===== src/hdl/ffdf_pkg.sv =====
`default_nettype none
package ffdf_pkg;

  localparam int SEEN_DEPTH = 64;
  localparam int MAX_NODES  = 64;

  localparam int ADDR_W = $clog2(SEEN_DEPTH);
  localparam int CNT_W  = $clog2(SEEN_DEPTH + 1);

  localparam int ID_W      = 6;
  localparam int SEQ_W     = 31;
  localparam int PAYLOAD_W = 32;
  localparam int MASK_W    = 64;
  localparam int CFG_IDX_W = 2;
  localparam int CFG_W     = 64;
  localparam int TDATA_W   = 72;
  localparam int TUSER_W   = 4;

  localparam logic [CFG_IDX_W-1:0] CFG_NODE_ID     = 2'd0;
  localparam logic [CFG_IDX_W-1:0] CFG_NEIGHBOR    = 2'd1;
  localparam logic [CFG_IDX_W-1:0] CFG_OWN_PAYLOAD = 2'd2;
  localparam logic [CFG_IDX_W-1:0] CFG_OWN_ENABLE  = 2'd3;

  typedef enum logic [2:0] {
    RSN_FORWARD  = 3'd0,
    RSN_OWN      = 3'd1,
    RSN_NEIGHBOR = 3'd2,
    RSN_SEEN     = 3'd3,
    RSN_FULL     = 3'd4
  } reason_t;

  typedef struct packed {
    logic start;
    logic commit;
  } seen_req_t;

  typedef struct packed {
    logic done;
    logic hit;
    logic full;
  } seen_rsp_t;

endpackage
`default_nettype wire


===== src/hdl/flood_forward_dedup_filter.sv =====
`default_nettype none
// channel  | dir | handshake                | payload
// s_       | in  | s_tvalid / s_tready      | s_tdata: received message
// m_       | out | m_tvalid / m_tready      | m_tdata: forwarded copy, m_tuser: verdict
// cfg_     | in  | cfg_we                   | cfg_index, cfg_data
//
// one message at a time: the time from accept to result grows with seen_count,
// set by the linear scan through the seen store, one entry per cycle from its
// single read port. own payload and neighbour drops skip the scan.
// synchronous reset empties the store at once by clearing the fill count.
// a waiting result in the output register holds back the next verdict only.
module flood_forward_dedup_filter
  import ffdf_pkg::*;
(
  input  wire logic                 clk,
  input  wire logic                 rst,
  input  wire logic                 s_tvalid,
  output logic                      s_tready,
  // msg_source[5:0], msg_sequence[36:6], msg_payload[68:37], zero fill
  input  wire logic [TDATA_W-1:0]   s_tdata,
  output logic                      m_tvalid,
  input  wire logic                 m_tready,
  // out_source[5:0], out_sequence[36:6], out_payload[68:37], zero fill
  output logic [TDATA_W-1:0]        m_tdata,
  // forward[0], drop_reason[3:1]
  output logic [TUSER_W-1:0]        m_tuser,
  input  wire logic                 cfg_we,
  input  wire logic [CFG_IDX_W-1:0] cfg_index,
  input  wire logic [CFG_W-1:0]     cfg_data
);

  typedef enum logic [3:0] {
    ST_IDLE  = 4'b0001,
    ST_CHECK = 4'b0010,
    ST_SCAN  = 4'b0100,
    ST_OUT   = 4'b1000
  } state_t;

  state_t state;
  state_t state_next;

  logic [ID_W-1:0]      node_id;
  logic [MASK_W-1:0]    neighbor_mask;
  logic [PAYLOAD_W-1:0] own_payload;
  logic                 own_payload_enable;

  logic [ID_W-1:0]      src;
  logic [SEQ_W-1:0]     seq;
  logic [PAYLOAD_W-1:0] pay;
  reason_t              reason;
  reason_t              reason_next;

  seen_req_t req;
  seen_rsp_t rsp;

  logic in_fire;
  logic out_load;
  logic own_drop;
  logic nb_ok;
  logic [SEQ_W-1:0] seq_inc;

  assign s_tready = (state == ST_IDLE);
  assign in_fire  = s_tvalid && s_tready;
  assign out_load = (state == ST_OUT) && (!m_tvalid || m_tready);
  assign own_drop = own_payload_enable && (pay == own_payload);
  assign nb_ok    = (32'(src) < MAX_NODES) && neighbor_mask[src];
  assign seq_inc  = (seq == '1) ? seq : seq + SEQ_W'(1);

  ffdf_seen_store u_seen (
    .clk     (clk),
    .rst     (rst),
    .req     (req),
    .payload (pay),
    .rsp     (rsp)
  );

  always_comb begin
    state_next  = state;
    reason_next = reason;
    req.start   = 1'b0;
    req.commit  = 1'b0;
    unique case (state)
      ST_IDLE: begin
        if (in_fire) begin
          state_next = ST_CHECK;
        end
      end
      ST_CHECK: begin
        if (own_drop) begin
          reason_next = RSN_OWN;
          state_next  = ST_OUT;
        end else if (!nb_ok) begin
          reason_next = RSN_NEIGHBOR;
          state_next  = ST_OUT;
        end else begin
          req.start  = 1'b1;
          state_next = ST_SCAN;
        end
      end
      ST_SCAN: begin
        if (rsp.done) begin
          state_next = ST_OUT;
          if (rsp.hit) begin
            reason_next = RSN_SEEN;
          end else if (rsp.full) begin
            reason_next = RSN_FULL;
          end else begin
            reason_next = RSN_FORWARD;
          end
        end
      end
      ST_OUT: begin
        if (out_load) begin
          req.commit = (reason == RSN_FORWARD);
          state_next = ST_IDLE;
        end
      end
      default: begin
        state_next = ST_IDLE;
      end
    endcase
  end

  always_ff @(posedge clk) begin
    if (rst) begin
      state              <= ST_IDLE;
      reason             <= RSN_FORWARD;
      m_tvalid           <= 1'b0;
      node_id            <= '0;
      neighbor_mask      <= '0;
      own_payload        <= '0;
      own_payload_enable <= 1'b0;
    end else begin
      state  <= state_next;
      reason <= reason_next;
      if (out_load) begin
        m_tvalid <= 1'b1;
      end else if (m_tready) begin
        m_tvalid <= 1'b0;
      end
      if (cfg_we) begin
        unique case (cfg_index)
          CFG_NODE_ID:     node_id            <= cfg_data[ID_W-1:0];
          CFG_NEIGHBOR:    neighbor_mask      <= cfg_data[MASK_W-1:0];
          CFG_OWN_PAYLOAD: own_payload        <= cfg_data[PAYLOAD_W-1:0];
          CFG_OWN_ENABLE:  own_payload_enable <= cfg_data[0];
          default: ;
        endcase
      end
    end
  end

  always_ff @(posedge clk) begin
    if (in_fire) begin
      src <= s_tdata[ID_W-1:0];
      seq <= s_tdata[ID_W+SEQ_W-1:ID_W];
      pay <= s_tdata[ID_W+SEQ_W+PAYLOAD_W-1:ID_W+SEQ_W];
    end
    if (out_load) begin
      if (reason == RSN_FORWARD) begin
        m_tdata <= {(TDATA_W-ID_W-SEQ_W-PAYLOAD_W)'(0), pay, seq_inc, node_id};
        m_tuser <= {reason, 1'b1};
      end else begin
        m_tdata <= '0;
        m_tuser <= {reason, 1'b0};
      end
    end
  end

endmodule
`default_nettype wire


===== src/hdl/ffdf_seen_store.sv =====
`default_nettype none
module ffdf_seen_store
  import ffdf_pkg::*;
(
  input  wire logic                 clk,
  input  wire logic                 rst,
  input  wire seen_req_t            req,
  input  wire logic [PAYLOAD_W-1:0] payload,
  output seen_rsp_t                 rsp
);

  logic [PAYLOAD_W-1:0] mem [SEEN_DEPTH];
  logic [PAYLOAD_W-1:0] mem_q;
  logic [CNT_W-1:0]     count;
  logic [CNT_W-1:0]     rd_addr;
  logic                 busy;
  logic                 pend;
  logic                 hit_now;
  logic                 issue;
  logic                 done;

  assign hit_now = busy && pend && (mem_q == payload);
  assign issue   = busy && !hit_now && (rd_addr < count);
  assign done    = busy && (hit_now || (!pend && (rd_addr >= count)));

  assign rsp.done = done;
  assign rsp.hit  = hit_now;
  assign rsp.full = (count >= CNT_W'(SEEN_DEPTH));

  always_ff @(posedge clk) begin
    if (issue) begin
      mem_q <= mem[rd_addr[ADDR_W-1:0]];
    end
  end

  always_ff @(posedge clk) begin
    if (req.commit) begin
      mem[count[ADDR_W-1:0]] <= payload;
    end
  end

  always_ff @(posedge clk) begin
    if (rst) begin
      busy    <= 1'b0;
      pend    <= 1'b0;
      rd_addr <= '0;
      count   <= '0;
    end else begin
      pend <= issue;
      if (req.start) begin
        busy    <= 1'b1;
        rd_addr <= '0;
      end else if (done) begin
        busy <= 1'b0;
      end else if (issue) begin
        rd_addr <= rd_addr + CNT_W'(1);
      end
      if (req.commit) begin
        count <= count + CNT_W'(1);
      end
    end
  end

endmodule
`default_nettype wire

===== config.mk =====
export PLATFORM = sky130hd
export DESIGN_NAME = flood_forward_dedup_filter
export DESIGN_NICKNAME = d
export VERILOG_FILES = /design/src/hdl/ffdf_pkg.sv /design/src/hdl/flood_forward_dedup_filter.sv /design/src/hdl/ffdf_seen_store.sv
export SDC_FILE = /design/constraint.sdc
export NUM_CORES = 2
export LEC_CHECK = 0
export ABC_AREA = 1
export ABC_CLOCK_PERIOD_IN_PS = 25400
export BUFFER_PORTS_ARGS = -buffer_cell sky130_fd_sc_hd__buf_2
export CORE_MARGIN = 1.5
export CORE_UTILIZATION = 25
export CTS_CLUSTER_DIAMETER = 40
export DETAILED_ROUTE_END_ITERATION = 7
export GPL_TIMING_DRIVEN = 1
export SETUP_SLACK_MARGIN = 0.15
export SLEW_MARGIN = 20
export SYNTH_ARGS = -nofsm -noshare
export SYNTH_HDL_FRONTEND = slang
export SYNTH_SLANG_ARGS = --single-unit

===== constraint.sdc =====
create_clock -name clk -period 25.4 [get_ports clk]
set_input_delay 5.08 -clock clk [delete_from_list [all_inputs] [get_ports clk]]
set_output_delay 5.08 -clock clk [all_outputs]
set_load 0.005 [all_outputs]

## After elaboration in Yosys (flattened, before gate mapping)

Memory sizes are Yosys's and may differ from the RTL's. A register that Yosys moved wholly into a read port is not among the register bits.
Index checks and enable logic that the tools add are counted.
W data, S select, Z words.

- Flip-flop bits (word level): 272
- Bits in writable memories: 2048
- Memories kept: 1
- Bits in read-only memories: 0
- Bits in latches: 0
- Output and inout port bits: 78

- Mux-type cells: 27
- Shift operators: 0
- Bitwise operators: 1
- Order comparisons: 4
- Add/sub/neg operators: 3
- $mul: 0
- Reductions and logical operators: 27
- Divide/modulo/power cells: 0
- Eq/ne operators: 14

Memories:

| name | depth | width | read ports | clocked after Yosys merged registers in | wr ports | line | text |
|---|---|---|---|---|---|---|---|
| u_seen.mem | 64 | 32 | 1 | 1 | 1 | ffdf_seen_store.sv:12 | `logic [PAYLOAD_W-1:0] mem [SEEN_DEPTH];` |

Operators by type and width:

| kind | count |
|---|---|
| $eq A32 B32 Y1 | 2 |
| $add A31 B1 Y31 const B | 1 |
| $eq A31 B31 Y1 const B | 1 |
| $mux W31 | 1 |
| $mux W4 | 5 |
| $pmux W4 S4 | 1 |
| $mux W3 | 5 |
| $add A7 B1 Y7 const B | 2 |
| $mux W1 | 13 |
| $reduce_and A2 Y1 | 5 |
| $logic_and A1 B1 Y1 | 9 |
| $ge A7 B7 Y1 | 1 |
| $ge A7 B7 Y1 const B | 1 |
| $lt A6 B7 Y1 const B | 1 |
| $lt A7 B7 Y1 | 1 |
| $bmux W1 S6 | 1 |
| $pmux W3 S2 | 1 |
| $reduce_and A3 Y1 | 2 |
| $reduce_bool A2 Y1 | 3 |
| $eq A2 B2 Y1 const B | 2 |
| $eq A4 B1 Y1 const B | 1 |
| $eq A4 B2 Y1 const B | 1 |
| $eq A4 B3 Y1 const B | 1 |
| $eq A4 B4 Y1 const B | 1 |
| 10 further kinds | 14 |

## Logic depth before layout (Yosys ltp)

- Word-level depth: 7
- Mapped depth: 18
- Mapped depth without buffers: 16

## By module

A second synthesis with hierarchy kept.

- Cells, all modules: 7581
- Area total of the unflattened synthesis: 94179.1 µm²

Modules (own cells, without submodules):

| module | area each (µm²) | times used | seq. area each (µm²) | cells each |
|---|---|---|---|---|
| ffdf_seen_store | 83324.9 | 1 | 62780.2 | 6356 |
| flood_forward_dedup_filter | 10854.2 | 1 | 6486.2 | 1225 |

## Worst setup path before layout

No wires, ideal clock.

- Kind: input port to flip-flop
- From: in m_tready
- To: mem u_seen.mem[63][0], enable pin
- Buffers on the path: 0
- Stages: 6
- Data arrival time: 12.540 ns
- Setup slack: 12.396 ns
- Cell sequence: nor2_1 -> nor4_2 -> nand2_1 -> inv_2 -> nand2_1 -> nor3_1

- Longest elaborated chain between the ends: 6

RTL lines:

| what | line | text |
|---|---|---|
| from (decl) | flood_forward_dedup_filter.sv:22 | `input wire logic m_tready,` |
| $logic_or A1 B1 Y1 | flood_forward_dedup_filter.sv:64 | `assign out_load = (state == ST_OUT) && (!m_tvalid \|\| m_tready);` |
| $logic_and A1 B1 Y1 | flood_forward_dedup_filter.sv:64 |  |
| named net out_load | flood_forward_dedup_filter.sv:57 | `logic out_load;` |
| $mux W1 | flood_forward_dedup_filter.sv:113 | `if (out_load) begin` |
| $mux W1 | flood_forward_dedup_filter.sv:82 | `unique case (state)` |
| $mux W1 | ffdf_seen_store.sv:37 | `if (req.commit) begin` |
| $mux W1 (not written as such) | ffdf_seen_store.sv:38 | `mem[count[ADDR_W-1:0]] <= payload;` |
| to (decl) | ffdf_seen_store.sv:12 |  |

The timed path passes the listed nets, and every way through them passes these cells.

## Worst setup path in the final report

- From: in m_tready
- To: mem u_seen.mem[24][28], enable pin

Same word-level chain as after synthesis.

==> out/results.ini <==
[cells_and_area]
fill_cells = 37100
synthToLayoutAreaGrowth_pct = 18.0
nets = 7606
drive_above_1_share_pct = 12.8
stdcell_area_mm2 = 0.110
fin_cells = 12600

[sta]
worstMarginPinSlew_ns = 1.17
rsz0062_at_grt = no
finalSetupTns_ns = 0
fin_crit_sh_pct = 29.1
slew_viol_final = 0
setup_viol = 0
slew_headroom_pct = 22.1
fin_crit_ns = 7.39
max_freq_ghz = 0.135
fin_worst_skew_ns = 0.0730
hold_viol = 0

[cts]
h-tree-depth = 5
numCtsBuffers = 304
clk_path_buf_depth = 4
clock-sinks = 2349
cts_hold_buf = 0
clkTransAtPathRegs_ns = 0.06
clock_latency_ns = 0.95
post_cts_buffers = 0
cts_tree = yes
cts_resized = 0
root_buffer = clkbuf_16

[floorplanning]
die-area_mm2 = 0.375
ios = 221
start_util_pct = 25.2
die_width_um = 613
rows = 223
die_h_um = 613
core-area_mm2 = 0.369

[global_route]
grt_start_max_net_pins = 246
grt_first_pass_wirelength_um = 395000
grtUsageTotal_pct = 14.1
grt_overflow = 0
antenna_found_initial = 17
first_global_vias = 56300

[logic_synthesis]
synth_edf_count = 2222
synth.top_cell.area_share_pct = 71.8
yosysSeqAreaShare_pct = 74.5
synth_top_cell_by_area = edfxtp_1
synth_cell_types = 54
syn_avg_cell_area_um2 = 12.8
synth_top_flop_cell = edfxtp_1
syn_area_mm2 = 0.0929
syn_inst = 7245
synthTopCellsByArea = edfxtp_1 (72%), o21ai_0 (6.0%), nor2_1 (5.5%)
synth_seq_cells = 2349
ys_async_sr_fraction_pct = 0
ys.warnings.count = 0

[route]
first_iter_violations = 8530
final_antenna_net_count = 0
vias = 61500
first_pass_iters = 6
drt-total-wl_um = 277000
wl_per_cell_um = 21.9
drc = 0
via_per_inst = 4.87

[setup_path]
start_kind = input pin
crit_type = in2reg
cp-end-kind = register
critPathMaxFanout = 19
crit_required_ns = 25.95
arrival_ns = 7.95

[run_status]
status = complete, no violations

[power_and_ir_drop]
p_leak_nw = 35.5
powerDensity_mw_per_mm2 = 79.6
ir_drop_uv = 80.6

[placement]
gp_congestion = 0.859
io_buffers = 214
dp.cells = 12100
dpl_cell_area_mm2 = 0.0998
dp_hpwl_um = 151000

[min_path]
min_path_type = reg2reg

[run]
cap_violations = 0

[per-stage QoR]
step           worst slack [ns]  power (mW)  hold slack, ns  util (%)
2_1_floorplan             12.40        4.49           0.430         -
4_1_cts                   18.15        8.77           0.457      29.7
3_3_place_gp              16.76        4.61           0.441      27.0
5_1_grt                   17.93        8.94           0.489      29.7
6_report                  18.01        8.73           0.454      29.7
3_5_place_dp              17.20        4.61           0.447      27.0
[layout make-up]
type / instances / area [µm²] / area share (%)
sequential: 2349 / 69300 / 63.2
multi-input combinational: 4250 / 21200 / 19.4
clock buffer: 349 / 7960 / 7.26
tap: 4950 / 6190 / 5.65
timing repair buffer: 382 / 2430 / 2.22
clock inverter: 176 / 1850 / 1.69
inverter: 166 / 671 / 0.612
antenna: 5 / 12.5 / 0.0114
[layer usage]
metal,global-route usage (%),wire [µm]
met3,3.06,28200
met2,21.8,124000
met4,4.27,8110
met1,19.8,117000
met5,0,26
[where the power goes]
part / switching, mW / leakage (nW) / total [mW] / internal [mW]
Sequential: 0.0200 / 21.0 / 4.31 / 4.29
Clock: 1.66 / 4.75 / 4.20 / 2.54
Combinational: 0.183 / 9.73 / 0.223 / 0.0407
Total: 1.86 / 35.5 / 8.73 / 6.87
[cells in the final DEF (no fill, tap or decap), types with 6 or more instances in the layout]
master and count:
o221ai_1 192, o22ai_1 324, buf_2 214, inv_8 8, nand2_2 7, buf_4 160, inv_1 139, bufinv_16 27
clkinvlp_4 23, xnor2_1 21, clkbuf_8 6, clkinv_4 21, nor3_2 6, clkinv_2 29, nor2_2 13, clkbuf_16 310
dfxtp_1 123, nor2_4 68, nand2_1 518, edfxtp_1 2222, a21oi_1 119, clkinv_1 35, o211ai_1 63, nor2_1 1297
nand3_1 314, buf_12 8, xor2_1 17, nand4_1 42, o21ai_0 1117, o21ai_1 55, nor3_1 22, inv_2 19
nand3_2 6, clkbuf_1 33, ha_1 10, inv_6 34
[synthesized netlist by cell type, types with 63 or more instances]
library cell and instances:
o211ai_1 63, a21oi_1 119, clkbuf_1 287, edfxtp_1 2222, inv_1 144, buf_2 104, o22ai_1 324, o21ai_0 1117
nand2_1 518, nor2_1 1362, o221ai_1 192, dfxtp_1 127, nand3_1 318
[worst max-delay path, cell delays in order]
cell	delay, ns
buf_2	0.08
nor2_1	0.08
nor4_4	0.23
nand2_1	0.26
nor2_1	0.35
nand3_2	0.59
nor2_4	0.77
buf_4	0.45
[final timing paths]
path,startpoint,to,slack [ns],depth (start not counted)
setup / recovery,m_tready,u_seen.mem[24][28],18.01,8
hold / removal,node_id[3],node_id[3],0.45,2
setup reg to reg,u_seen.rd_addr[0],u_seen.mem_q[1],19.81,10
hold reg to reg,node_id[3],node_id[3],0.45,2
[cells by family (layout without fill, tap and decap cells)]
logic type	after synthesis	after routing	synth area share [%]
buffers and inverters	648	1073	3.21
AOI/OAI and AO/OA	1889	1889	11.6
adders and majority gates	10	10	0.135
DFF	2349	2349	74.5
xor gates and xnor gates	38	38	0.358
and+or+nand+nor	2310	2310	10.1
other	1	8	0.00404
[flip-flops by register name, indices dropped and copies added, names as in the netlist]
register / count
pay: 32
src: 6
own_payload: 32
own_payload_enable: 1
u_seen.rd_addr: 7
u_seen.mem: 2048
u_seen.mem_q: 32
m_tdata: 69
state: 4
m_tvalid: 1
u_seen.count: 7
u_seen.pend: 1
reason: 3
m_tuser: 4
seq: 31
neighbor_mask: 64
node_id: 6
u_seen.busy: 1
Note: power is estimated with default switching activity, not from simulation.
